**config.mk**
```make
export PLATFORM = sky130hd
export DESIGN_NAME = event_timing_qualifier
export DESIGN_NICKNAME = d
export VERILOG_FILES = /design/src/hdl/etq_pkg.sv /design/src/hdl/event_timing_qualifier.sv /design/src/hdl/etq_mean.sv
export SDC_FILE = /design/constraint.sdc
export NUM_CORES = 2
export LEC_CHECK = 0
export BUFFER_PORTS_ARGS = -buffer_cell sky130_fd_sc_hd__clkbuf_2
export CAP_MARGIN = 20
export CORE_MARGIN = 3
export CORE_UTILIZATION = 42
export CTS_CLUSTER_DIAMETER = 80
export DETAILED_ROUTE_END_ITERATION = 8
export RECOVER_POWER = 25
export SETUP_SLACK_MARGIN = 0.02
export SLEW_MARGIN = 30
export SYNTH_ARGS = -nofsm -noshare
export SYNTH_HDL_FRONTEND = slang
export SYNTH_HIERARCHICAL = 1
export SYNTH_SLANG_ARGS = --single-unit
```
**constraint.sdc**
```tcl
create_clock -name i_clk -period 22.4 [get_ports i_clk]
set_input_delay 4.48 -clock i_clk [delete_from_list [all_inputs] [get_ports i_clk]]
set_output_delay 4.48 -clock i_clk [all_outputs]
set_load 0.05 [all_outputs]
```
**src/hdl/etq_pkg.sv**
```systemverilog
// ----------------------------------------------------------------------------
// etq_pkg
// Shared types and constants for the event timing qualifier.
// ----------------------------------------------------------------------------
package etq_pkg;

    // fixed widths of the port fields
    localparam int SLOT_BITS     = 16;
    localparam int FIELD_BITS    = 16;
    localparam int CFG_IDX_BITS  = 3;
    localparam int RADIUS_BITS   = 33;
    localparam int CFG_DATA_BITS = 33;

    // status codes, first failing cut wins
    localparam logic [2:0] ST_OK     = 3'd0;
    localparam logic [2:0] ST_TRACK  = 3'd1;
    localparam logic [2:0] ST_PEAK   = 3'd2;
    localparam logic [2:0] ST_REFT   = 3'd3;
    localparam logic [2:0] ST_FID    = 3'd4;
    localparam logic [2:0] ST_ENERGY = 3'd5;
    localparam logic [2:0] ST_EMPTY  = 3'd6;

    // configuration register indexes
    localparam logic [CFG_IDX_BITS-1:0] CFG_CENTER_X   = 3'd0;
    localparam logic [CFG_IDX_BITS-1:0] CFG_CENTER_Y   = 3'd1;
    localparam logic [CFG_IDX_BITS-1:0] CFG_RADIUS_SQ  = 3'd2;
    localparam logic [CFG_IDX_BITS-1:0] CFG_PEAK_MIN   = 3'd3;
    localparam logic [CFG_IDX_BITS-1:0] CFG_PEAK_MAX   = 3'd4;
    localparam logic [CFG_IDX_BITS-1:0] CFG_ENERGY_THR = 3'd5;

    localparam logic [RADIUS_BITS-1:0] RADIUS_SQ_RST = 33'd589824;
    localparam logic [FIELD_BITS-1:0]  PEAK_MAX_RST  = 16'hFFFF;

    // load enables of the two stages inside a mean unit
    typedef struct packed {
        logic a;
        logic b;
    } t_mean_en;

    // cut results carried down the pipeline, set means the cut failed
    typedef struct packed {
        logic trk;
        logic peak;
        logic reft;
        logic energy;
    } t_cut;

endpackage

```
**src/hdl/event_timing_qualifier.sv**
```systemverilog
// ----------------------------------------------------------------------------
// event_timing_qualifier
// Qualifies detector events by a chain of cuts and computes their timing.
// ----------------------------------------------------------------------------
//  channel | direction | handshake                  | payload
//  --------+-----------+----------------------------+---------------------------
//  event   | in        | i_valid / o_stall          | track, peak, energy, times
//  result  | out       | o_valid / i_stall          | status, time diff, dev, count
//  config  | in        | i_cfg_valid / o_cfg_ready  | i_cfg_index, i_cfg_data
//
//  five register stages: unpack and sums, squares and mean divide, radius cut
//  and mean sign, deviations and status, max and output register.
//  one event per clock unless i_stall has filled every stage; o_valid is the stage 5 valid flag.
//  reset (synchronous, active low) empties the pipeline and restores registers.
//  each stage moves when it is empty or the next one moves, so bubbles close up
//  under i_stall and the input stalls only when every stage is full.
// ----------------------------------------------------------------------------
module event_timing_qualifier
    import etq_pkg::*;
#(
    parameter int TIME_BITS = 16,
    parameter int POS_BITS  = 16
) (
    input  logic                     i_clk,
    input  logic                     i_rst_n,
    // event channel
    input  logic                     i_valid,
    output logic                     o_stall,
    input  logic                     i_track_ok,
    input  logic [FIELD_BITS-1:0]    i_track_x,
    input  logic [FIELD_BITS-1:0]    i_track_y,
    input  logic [FIELD_BITS-1:0]    i_ref_peak,
    input  logic                     i_ref_time_valid,
    input  logic [FIELD_BITS-1:0]    i_energy_sum,
    input  logic [4*SLOT_BITS-1:0]   i_down_times,
    input  logic [4*SLOT_BITS-1:0]   i_up_times,
    // result channel
    output logic                     o_valid,
    input  logic                     i_stall,
    output logic [2:0]               o_status,
    output logic [FIELD_BITS-1:0]    o_time_diff,
    output logic [FIELD_BITS-1:0]    o_worst_deviation,
    output logic [3:0]               o_channel_count,
    // configuration channel
    input  logic                     i_cfg_valid,
    output logic                     o_cfg_ready,
    input  logic [CFG_IDX_BITS-1:0]  i_cfg_index,
    input  logic [CFG_DATA_BITS-1:0] i_cfg_data
);

    localparam int TB  = TIME_BITS;
    localparam int P   = POS_BITS;
    localparam int SQW = 2 * P + 1;
    localparam int R2W = 2 * P + 2;
    localparam int CW  = (R2W > RADIUS_BITS) ? R2W : RADIUS_BITS;
    localparam logic signed [TB-1:0] ABSENT = {1'b1, {(TB-1){1'b0}}};

    // ---------------- configuration ----------------
    logic [FIELD_BITS-1:0]  r_center_x;
    logic [FIELD_BITS-1:0]  r_center_y;
    logic [RADIUS_BITS-1:0] r_radius_sq;
    logic [FIELD_BITS-1:0]  r_peak_min;
    logic [FIELD_BITS-1:0]  r_peak_max;
    logic [FIELD_BITS-1:0]  r_energy_thr;

    assign o_cfg_ready = 1'b1;

    always_ff @(posedge i_clk) begin
        if (!i_rst_n) begin
            r_center_x   <= '0;
            r_center_y   <= '0;
            r_radius_sq  <= RADIUS_SQ_RST;
            r_peak_min   <= '0;
            r_peak_max   <= PEAK_MAX_RST;
            r_energy_thr <= '0;
        end else if (i_cfg_valid && o_cfg_ready) begin
            unique case (i_cfg_index)
                CFG_CENTER_X:   r_center_x   <= i_cfg_data[FIELD_BITS-1:0];
                CFG_CENTER_Y:   r_center_y   <= i_cfg_data[FIELD_BITS-1:0];
                CFG_RADIUS_SQ:  r_radius_sq  <= i_cfg_data[RADIUS_BITS-1:0];
                CFG_PEAK_MIN:   r_peak_min   <= i_cfg_data[FIELD_BITS-1:0];
                CFG_PEAK_MAX:   r_peak_max   <= i_cfg_data[FIELD_BITS-1:0];
                CFG_ENERGY_THR: r_energy_thr <= i_cfg_data[FIELD_BITS-1:0];
                default: ;
            endcase
        end
    end

    // ---------------- pipeline control ----------------
    logic [5:1] r_v;
    logic [5:1] w_rdy;

    always_comb begin
        w_rdy[5] = !r_v[5] || !i_stall;
        for (int k = 4; k >= 1; k--) begin
            w_rdy[k] = !r_v[k] || w_rdy[k+1];
        end
    end

    assign o_stall = !w_rdy[1];
    assign o_valid = r_v[5];

    always_ff @(posedge i_clk) begin
        if (!i_rst_n) begin
            r_v <= '0;
        end else begin
            if (w_rdy[1]) r_v[1] <= i_valid;
            for (int k = 2; k <= 5; k++) begin
                if (w_rdy[k]) r_v[k] <= r_v[k-1];
            end
        end
    end

    // ---------------- stage 1: unpack, sums, cuts ----------------
    logic signed [TB-1:0] n1_t [8];
    logic [7:0]           n1_ok;
    logic signed [TB+1:0] n1_ds, n1_us, n1_s3;
    logic [2:0]           n1_nd, n1_nu, n1_n3;
    logic signed [P:0]    n1_dx, n1_dy;
    t_cut                 n1_cut;

    always_comb begin
        n1_ds = '0;
        n1_us = '0;
        n1_s3 = '0;
        n1_nd = '0;
        n1_nu = '0;
        n1_n3 = '0;
        for (int c = 0; c < 4; c++) begin
            n1_t[c]     = signed'(i_down_times[SLOT_BITS*c +: TB]);
            n1_t[c+4]   = signed'(i_up_times[SLOT_BITS*c +: TB]);
            n1_ok[c]    = n1_t[c] != ABSENT;
            n1_ok[c+4]  = n1_t[c+4] != ABSENT;
            if (n1_ok[c]) begin
                n1_ds = n1_ds + (TB+2)'(n1_t[c]);
                n1_nd = n1_nd + 3'd1;
            end
            if (n1_ok[c+4]) begin
                n1_us = n1_us + (TB+2)'(n1_t[c+4]);
                n1_nu = n1_nu + 3'd1;
            end
            // last up channel stays out of the deviation group
            if (n1_ok[c+4] && c < 3) begin
                n1_s3 = n1_s3 + (TB+2)'(n1_t[c+4]);
                n1_n3 = n1_n3 + 3'd1;
            end
        end
        n1_dx = (P+1)'(signed'(i_track_x[P-1:0])) - (P+1)'(signed'(r_center_x[P-1:0]));
        n1_dy = (P+1)'(signed'(i_track_y[P-1:0])) - (P+1)'(signed'(r_center_y[P-1:0]));
        n1_cut.trk    = !i_track_ok;
        n1_cut.peak   = (i_ref_peak < r_peak_min) || (i_ref_peak > r_peak_max);
        n1_cut.reft   = !i_ref_time_valid;
        n1_cut.energy = i_energy_sum < r_energy_thr;
    end

    logic signed [TB-1:0] r1_t [8];
    logic [7:0]           r1_ok;
    logic signed [TB+1:0] r1_ds, r1_us, r1_s3;
    logic [2:0]           r1_nd, r1_nu, r1_n3;
    logic signed [P:0]    r1_dx, r1_dy;
    t_cut                 r1_cut;

    always_ff @(posedge i_clk) begin
        if (w_rdy[1]) begin
            r1_t   <= n1_t;
            r1_ok  <= n1_ok;
            r1_ds  <= n1_ds;
            r1_us  <= n1_us;
            r1_s3  <= n1_s3;
            r1_nd  <= n1_nd;
            r1_nu  <= n1_nu;
            r1_n3  <= n1_n3;
            r1_dx  <= n1_dx;
            r1_dy  <= n1_dy;
            r1_cut <= n1_cut;
        end
    end

    // ---------------- stages 2-3: means ----------------
    t_mean_en             w_mean_en;
    logic signed [TB-1:0] w_dm, w_um, w_m3;

    assign w_mean_en.a = w_rdy[2];
    assign w_mean_en.b = w_rdy[3];

    etq_mean #(.TB(TB)) u_mean_down (
        .i_clk  (i_clk),
        .i_en   (w_mean_en),
        .i_sum  (r1_ds),
        .i_cnt  (r1_nd),
        .o_mean (w_dm)
    );

    etq_mean #(.TB(TB)) u_mean_up (
        .i_clk  (i_clk),
        .i_en   (w_mean_en),
        .i_sum  (r1_us),
        .i_cnt  (r1_nu),
        .o_mean (w_um)
    );

    etq_mean #(.TB(TB)) u_mean_up3 (
        .i_clk  (i_clk),
        .i_en   (w_mean_en),
        .i_sum  (r1_s3),
        .i_cnt  (r1_n3),
        .o_mean (w_m3)
    );

    // ---------------- stage 2: squares ----------------
    logic signed [R2W-1:0] n2_dx2, n2_dy2;
    logic [SQW-1:0]        r2_dx2, r2_dy2;
    logic signed [TB-1:0]  r2_t [8];
    logic [7:0]            r2_ok;
    logic [2:0]            r2_nd, r2_nu;
    t_cut                  r2_cut;

    assign n2_dx2 = r1_dx * r1_dx;
    assign n2_dy2 = r1_dy * r1_dy;

    always_ff @(posedge i_clk) begin
        if (w_rdy[2]) begin
            r2_dx2 <= n2_dx2[SQW-1:0];
            r2_dy2 <= n2_dy2[SQW-1:0];
            r2_t   <= r1_t;
            r2_ok  <= r1_ok;
            r2_nd  <= r1_nd;
            r2_nu  <= r1_nu;
            r2_cut <= r1_cut;
        end
    end

    // ---------------- stage 3: fiducial cut ----------------
    logic [CW-1:0]        n3_r2;
    logic                 r3_fid;
    logic signed [TB-1:0] r3_t [8];
    logic [7:0]           r3_ok;
    logic [2:0]           r3_nd, r3_nu;
    t_cut                 r3_cut;

    assign n3_r2 = CW'(r2_dx2) + CW'(r2_dy2);

    always_ff @(posedge i_clk) begin
        if (w_rdy[3]) begin
            r3_fid <= n3_r2 >= CW'(r_radius_sq);
            r3_t   <= r2_t;
            r3_ok  <= r2_ok;
            r3_nd  <= r2_nd;
            r3_nu  <= r2_nu;
            r3_cut <= r2_cut;
        end
    end

    // ---------------- stage 4: deviations, status ----------------
    logic signed [TB:0]   n4_dd, n4_adj, n4_diff;
    logic [TB-1:0]        n4_tc;
    logic [TB-1:0]        n4_dev [7];
    logic [2:0]           n4_status;
    logic [3:0]           n4_count;

    always_comb begin
        n4_dd  = (TB+1)'(w_dm) - (TB+1)'(w_um);
        // round toward zero before the halving shift
        n4_adj = n4_dd + (TB+1)'(n4_dd[TB]);
        n4_tc  = n4_adj[TB:1];
        for (int c = 0; c < 7; c++) begin
            n4_diff = (c < 4) ? (TB+1)'(r3_t[c]) - (TB+1)'(w_dm)
                              : (TB+1)'(r3_t[c]) - (TB+1)'(w_m3);
            if (n4_diff[TB]) n4_diff = -n4_diff;
            n4_dev[c] = r3_ok[c] ? n4_diff[TB-1:0] : '0;
        end
        priority if (r3_cut.trk)             n4_status = ST_TRACK;
        else if (r3_cut.peak)                n4_status = ST_PEAK;
        else if (r3_cut.reft)                n4_status = ST_REFT;
        else if (r3_fid)                     n4_status = ST_FID;
        else if (r3_cut.energy)              n4_status = ST_ENERGY;
        else if (r3_nd == '0 || r3_nu == '0) n4_status = ST_EMPTY;
        else                                 n4_status = ST_OK;
        n4_count = (n4_status == ST_OK || n4_status == ST_EMPTY)
                 ? 4'(r3_nd) + 4'(r3_nu) : 4'd0;
    end

    logic [TB-1:0] r4_tc;
    logic [TB-1:0] r4_dev [7];
    logic [2:0]    r4_status;
    logic [3:0]    r4_count;

    always_ff @(posedge i_clk) begin
        if (w_rdy[4]) begin
            r4_tc     <= n4_tc;
            r4_dev    <= n4_dev;
            r4_status <= n4_status;
            r4_count  <= n4_count;
        end
    end

    // ---------------- stage 5: max, output register ----------------
    logic [TB-1:0]         n5_max;
    logic [2:0]            r5_status;
    logic [FIELD_BITS-1:0] r5_time_diff;
    logic [FIELD_BITS-1:0] r5_worst_dev;
    logic [3:0]            r5_count;

    always_comb begin
        n5_max = '0;
        for (int c = 0; c < 7; c++) begin
            if (r4_dev[c] > n5_max) n5_max = r4_dev[c];
        end
    end

    always_ff @(posedge i_clk) begin
        if (w_rdy[5]) begin
            r5_status    <= r4_status;
            r5_time_diff <= (r4_status == ST_OK)
                          ? FIELD_BITS'(signed'(r4_tc)) : '0;
            r5_worst_dev <= (r4_status == ST_OK) ? FIELD_BITS'(n5_max) : '0;
            r5_count     <= r4_count;
        end
    end

    assign o_status          = r5_status;
    assign o_time_diff       = r5_time_diff;
    assign o_worst_deviation = r5_worst_dev;
    assign o_channel_count   = r5_count;

    // ---------------- assertions ----------------
    a_reject_zero: assert property (@(posedge i_clk) disable iff (!i_rst_n)
        o_valid && o_status != ST_OK |-> o_time_diff == '0 && o_worst_deviation == '0)
        else $error("rejected event carries timing");

    a_cut_count: assert property (@(posedge i_clk) disable iff (!i_rst_n)
        o_valid && o_status != ST_OK && o_status != ST_EMPTY |-> o_channel_count == 4'd0)
        else $error("cut event carries a channel count");

    a_ok_count: assert property (@(posedge i_clk) disable iff (!i_rst_n)
        o_valid && o_status == ST_OK |-> o_channel_count >= 4'd2 && o_channel_count <= 4'd8)
        else $error("accepted event with impossible channel count");

    a_full_stall: assert property (@(posedge i_clk) disable iff (!i_rst_n)
        o_stall |-> r_v == '1 && i_stall)
        else $error("input stalled while a stage is free");

endmodule

```
**src/hdl/etq_mean.sv**
```systemverilog
// ----------------------------------------------------------------------------
// etq_mean
// Two-stage signed mean of up to four times, truncated toward zero.
// ----------------------------------------------------------------------------
module etq_mean
    import etq_pkg::*;
#(
    parameter int TB = 16
) (
    input  logic                 i_clk,
    input  t_mean_en             i_en,
    input  logic signed [TB+1:0] i_sum,
    input  logic [2:0]           i_cnt,
    output logic signed [TB-1:0] o_mean
);

    // divide by three as multiply by reciprocal, exact for |sum| < 2^(TB+1)
    localparam int SH    = TB + 2;
    localparam int RW    = SH - 1;
    localparam int RECIP = (2 ** SH) / 3 + 1;
    localparam int PW    = TB + 1 + RW;

    logic [TB+1:0]        n_mag;
    logic [PW-1:0]        n_prod;
    logic [TB-1:0]        n_q;
    logic [TB-1:0]        r_q;
    logic                 r_neg;
    logic signed [TB-1:0] r_mean;

    always_comb begin
        n_mag  = i_sum[TB+1] ? -i_sum : i_sum;
        n_prod = PW'(n_mag[TB:0]) * PW'(RECIP);
        unique case (i_cnt)
            3'd1:    n_q = n_mag[TB-1:0];
            3'd2:    n_q = n_mag[TB:1];
            3'd3:    n_q = n_prod[SH +: TB];
            3'd4:    n_q = n_mag[TB+1:2];
            default: n_q = '0;
        endcase
    end

    always_ff @(posedge i_clk) begin
        if (i_en.a) begin
            r_q   <= n_q;
            r_neg <= i_sum[TB+1];
        end
        if (i_en.b) begin
            r_mean <= r_neg ? -signed'(r_q) : signed'(r_q);
        end
    end

    assign o_mean = r_mean;

endmodule
```
Word-level counts from Yosys, hierarchy flattened
Cells that the tools add are included.
{ "classes": {"n_reduce_logical": 28, "mul": 5, "n_eq_ne": 26, "magnitude_cmp": 11, "add_sub_neg": 38, "n_mux": 45} }
{ "op_table": {"columns": ["cell", "count"], "rows": [
  ["16-bit 2-to-1 mux", 17],
  ["18-bit 2-to-1 mux", 11],
  ["16-bit one-hot mux with 4 select lines", 3],
  ["16-bit by 16-bit subtractor with 17-bit output", 10],
  ["16-bit negator", 10],
  ["16-bit inequality test (second input constant)", 8],
  ["16-bit > comparator", 7],
  ["18-bit by 16-bit adder with 18-bit output", 6],
  ["17-bit by 16-bit multiplier with 33-bit output (second input constant)", 3],
  ["17-bit by 17-bit multiplier with 33-bit output", 2],
  ["18-bit negator", 3],
  ["3-bit 2-to-1 mux", 12],
  ["33-bit by 33-bit adder with 34-bit output", 1],
  ["34-bit by 33-bit greater-or-equal comparator with 1-bit output", 1],
  ["16-bit < comparator", 2],
  ["3-bit by 2-bit == test with 1-bit output (second input constant)", 8],
  ["3-bit by 1-bit adder with 3-bit output (second input constant)", 6],
  ["3-bit == test (second input constant)", 6],
  ["17-bit by 1-bit adder with 17-bit output", 1],
  ["16-bit by 1-bit > comparator with 1-bit output (second input constant)", 1],
  ["3-bit zero test", 5],
  ["3-bit by 1-bit == test with 1-bit output (second input constant)", 4],
  ["2-bit AND reduction", 6],
  ["1-bit zero test", 9],
  ["3 further kinds", 11]
]} }
{ "totals": {"input_bits": 235, "output_inout_bits": 42, "word_cells": 238, "regBits": 936} }

Logic depth before layout (Yosys ltp)
{ "depth": {"word_depth": 14, "ltp_mapped": 78, "depth_no_buf": 69} }

Hierarchy
The synthesis kept the hierarchy.
{ "modules_own_cells": {"columns": ["mod", "area_each_um2", "seq_area_each_um2", "n_inst", "cells_each"], "rows": [
  ["event_timing_qualifier", 66145.9, 23892.9, 1, 6340],
  ["etq_mean at u_mean_down ...", 7463.4, 991.0, 2, 833],
  ["etq_mean at u_mean_up3", 7328.3, 991.0, 1, 820]
]} }

Worst setup path after synthesis
Ideal clock, no wire load.
{ "synth_timing": {"path_kind": "input port to output port", "startpoint": "input port i_stall", "endpoint": "output port o_stall", "arrival_ns": 12.484, "t_required_ns": 17.920, "stages": 4, "slack_ns": 5.436, "n_path_buf": 0, "path_cell_list": "and3_1 > and2_1 > nand3_1 > inv_1"} }
{ "synth_between": {"elab_chain_cells": 7} }
{ "synth_lines": {"columns": ["element", "line_no", "rtl"], "rows": [
  ["start: declaration", "event_timing_qualifier.sv:39", "input logic i_stall,"],
  ["1-bit zero test", "event_timing_qualifier.sv:94", "w_rdy[5] = !r_v[5] || !i_stall;"],
  ["1-bit logical OR", "event_timing_qualifier.sv:94", null],
  ["1-bit logical OR (4 in series)", "event_timing_qualifier.sv:96", "w_rdy[k] = !r_v[k] || w_rdy[k+1];"],
  ["1-bit zero test", "event_timing_qualifier.sv:100", "assign o_stall = !w_rdy[1];"],
  ["end: declaration", "event_timing_qualifier.sv:28", "output logic o_stall,"]
]} }
Every way passes these cells.

Worst setup path in the final report
{ "layout_timing": {"startpoint": "register r4_dev[85] (netlist bit)", "endpoint": "register r5_worst_dev[15] (netlist: o_worst_deviation[15]), data pin"} }
{ "layout_between": {"elab_chain_cells": 12} }
{ "layout_lines": {"columns": ["element", "line_no", "rtl"], "rows": [
  ["start: declaration", "event_timing_qualifier.sv:284", "logic [TB-1:0] r4_dev [7];"],
  ["start signal: assignment", "event_timing_qualifier.sv:291", "r4_dev <= n4_dev;"],
  ["16-bit > comparator", "event_timing_qualifier.sv:307", "if (r4_dev[c] > n5_max) n5_max = r4_dev[c];"],
  ["16-bit 2-to-1 mux (*)", "event_timing_qualifier.sv:307", null],
  ["16-bit > comparator", "event_timing_qualifier.sv:307", null],
  ["16-bit 2-to-1 mux (*)", "event_timing_qualifier.sv:307", null],
  ["16-bit > comparator", "event_timing_qualifier.sv:307", null],
  ["16-bit 2-to-1 mux (*)", "event_timing_qualifier.sv:307", null],
  ["16-bit > comparator", "event_timing_qualifier.sv:307", null],
  ["16-bit 2-to-1 mux (*)", "event_timing_qualifier.sv:307", null],
  ["16-bit > comparator", "event_timing_qualifier.sv:307", null],
  ["16-bit 2-to-1 mux (*)", "event_timing_qualifier.sv:307", null],
  ["16-bit > comparator", "event_timing_qualifier.sv:307", null],
  ["16-bit 2-to-1 mux (*)", "event_timing_qualifier.sv:307", null],
  ["end signal: assignment", "event_timing_qualifier.sv:316", "r5_worst_dev <= (r4_status == ST_OK) ? FIELD_BITS'(n5_max) : '0;"],
  ["end: declaration", "event_timing_qualifier.sv:301", "logic [FIELD_BITS-1:0] r5_worst_dev;"]
]} }
Every way passes the cells marked *; elsewhere a longest branch is shown, timed or not.
A chain may end at the register's enable or synchronous reset.

==> metrics <==
CP arrival 15330 ps; Routability Congestion 0.9067; count of yosys warnings during synthesis 6; pre-CTS setup slack 7630 ps; clock tree buffer depth 3; overall routed net length 227200 µm; Max Slew Vio Count 0; die height 464.8 µm; core footprint 208100 µm²; port bufs 275; vias per cell 5.190; most common cell after layout, fill and taps aside inv_1; Worst Setup Slack, final 7630 ps; mapped cell area 88400 µm²; Mapped Cells 8826; drt wl/cell 19.06 µm; Hold WC Path Type reg -> reg; max_cap viols 0; Fillers 19.58k; I/O pin total 277; post-CTS resize count 0; Yosys cell types 99; #FFs+latches synth 934; Hold Vio Cnt, Final 0; Vias 61.88k; startpoint types register; largest net degree at the start of global routing 112; area of the multi-input gates 54660 µm²; slowest CP cell a41o_1; Overflow after GRT 0; register area 26870 µm²; DR DRC count 0; setup TNS 0 ps; GRT Total Usage 21.10%; sequential share of the synthesized area 30.39%; Async S/R FF share, synth 0%; RSZ-0062 raised after global routing no; Root Buffer clkbuf_16; Crit Path Class reg -> reg; Setup-failing EPs final 0; Crit Path Max Fanout 27; Final Cycle Share 65.94%; hold_buf cts 0; Worst path max stage delay 680 ps; Area growth syn-to-layout 9.241%; CTS tree done; status complete, no violations; Syn Nets 10.86k; Main synth FF type edfxtp_1; Final Critical Period 14770 ps; CTS buffer count 110; post-synthesis average cell area 10.02 µm²; initial antenna violation count 3; clk_skew 71.65 ps; most used cell, CP a21oi_1; die area 216000 µm²; # nets final 11.08k; starting density of the core 42.48%; EDFF count, synth 816; R2R Setup Slk 7630 ps; Worst-Skew Late Latency 760 ps; DRT iter0 DRCs 3782; max_slew headroom 29.81%; final antenna-violating net count 0; commonest cells after routing, fill and taps aside inv_1, ha_1, edfxtp_1; Die W 464.8 µm; vias in the first global route 64.17k; share of cells above drive strength 1 6.316%; clock-pin slew on the worst setup and hold paths 60 ps; Critical Path RT 22960 ps; first-pass GRT wire length 359500 µm; CP endpoint kind register; Rows 167; iteration count of the initial detailed-routing pass 6; clock sink count 934; Slew @ Worst Pin 1045 ps; DPL Wire Length 186500 µm; H-tree depth 3; FMAX 67.71 MHz; Post-CTS Setup Inserts 0
## critical path: cells and delay by family, from the launching register on
family | cells | cell delay [ps]
AOI/OAI and AO/OA | 38 | 8030
adders and majority gates | 6 | 1760
and+or+nand+nor | 15 | 1570
buffers and inverters | 6 | 1380
muxes | 4 | 1380
DFF | 1 | 400
## layer usage
metal	global-route usage [%]	part of all wire, %	up-vias
li1	-	-	29950
met1	27.96	44	30310
met2	36.48	49	1322
met3	2.470	4.3	290
met4	5.660	2.5	4
met5	0	0.015	-
## synth_stat cells, drive strengths merged (118+ instances only)
master	number	area (µm²)
fa	772	15450
nand2	652	2447
o21ai	342	1719
and2	271	1695
a21oi	440	2202
edfxtp	816	24500
nor2	414	1554
dfxtp	118	2362
clkbuf	220	825.8
a21o	137	1028
a21boi	176	1321
inv	1608	6036
xor2	129	1130
xnor2	458	4011
ha	1029	12870
## sequential cells by signal (all words and copies together), names as in the netlist, 17 cells and up
register,count
r1_t,112
r2_t,112
r3_t,112
r4_dev,112
r_radius_sq,33
r2_dx2,32
r2_dy2,32
r1_ds,18
r1_s3,18
r1_us,18
r1_dx,17
r1_dy,17
## layout make-up
class                           instances  share of cell area [%]
Sequential cell                       934                   27.82
Antenna cell                            1                0.002591
Tap cell                             2788                   3.612
Multi-Input combinational cell       6047                   56.60
Clock buffer                          131                   2.964
Timing Repair Buffer                  336                   1.794
Clock inverter                         75                  0.9329
Inverter                             1612                   6.276
## final timing paths
path	from	depth (start not counted)	to
max reg2reg	r4_dev[85]	69	o_worst_deviation[15]
min	r1_t[120]	0	r2_t[120]
min reg2reg	r1_t[120]	0	r2_t[120]
max	r4_dev[85]	69	o_worst_deviation[15]
## cell families after synthesis
family          count (synthesis)  share of synthesized area, %
simple gates                 2005                         11.21
buf+inv                      1845                         7.893
fa+ha+maj                    1804                         32.08
compound gates               1541                         11.22
flops                         934                         30.39
xor+xnor                      588                         5.841
mux                           108                         1.354
other cells                     1                      0.004242
## metrics by stage
step / hold WS (ps) / instance area [µm²] / util [%] / std cells
global placement: 400.8 / 92880 / 44.63 / 11720
CTS: 386.5 / 96670 / 46.45 / 11920
floorplan: 400.3 / 88400 / - / 8826
global route: 399.2 / 96570 / 46.40 / 11920
finish: 408.3 / 96570 / 46.40 / 11920
detailed placement: 404.5 / 92910 / 44.64 / 11720
Power is left out: the tool's default activity adds up to more than one toggle a clock period on the data nets, which glitch-free logic cannot reach.
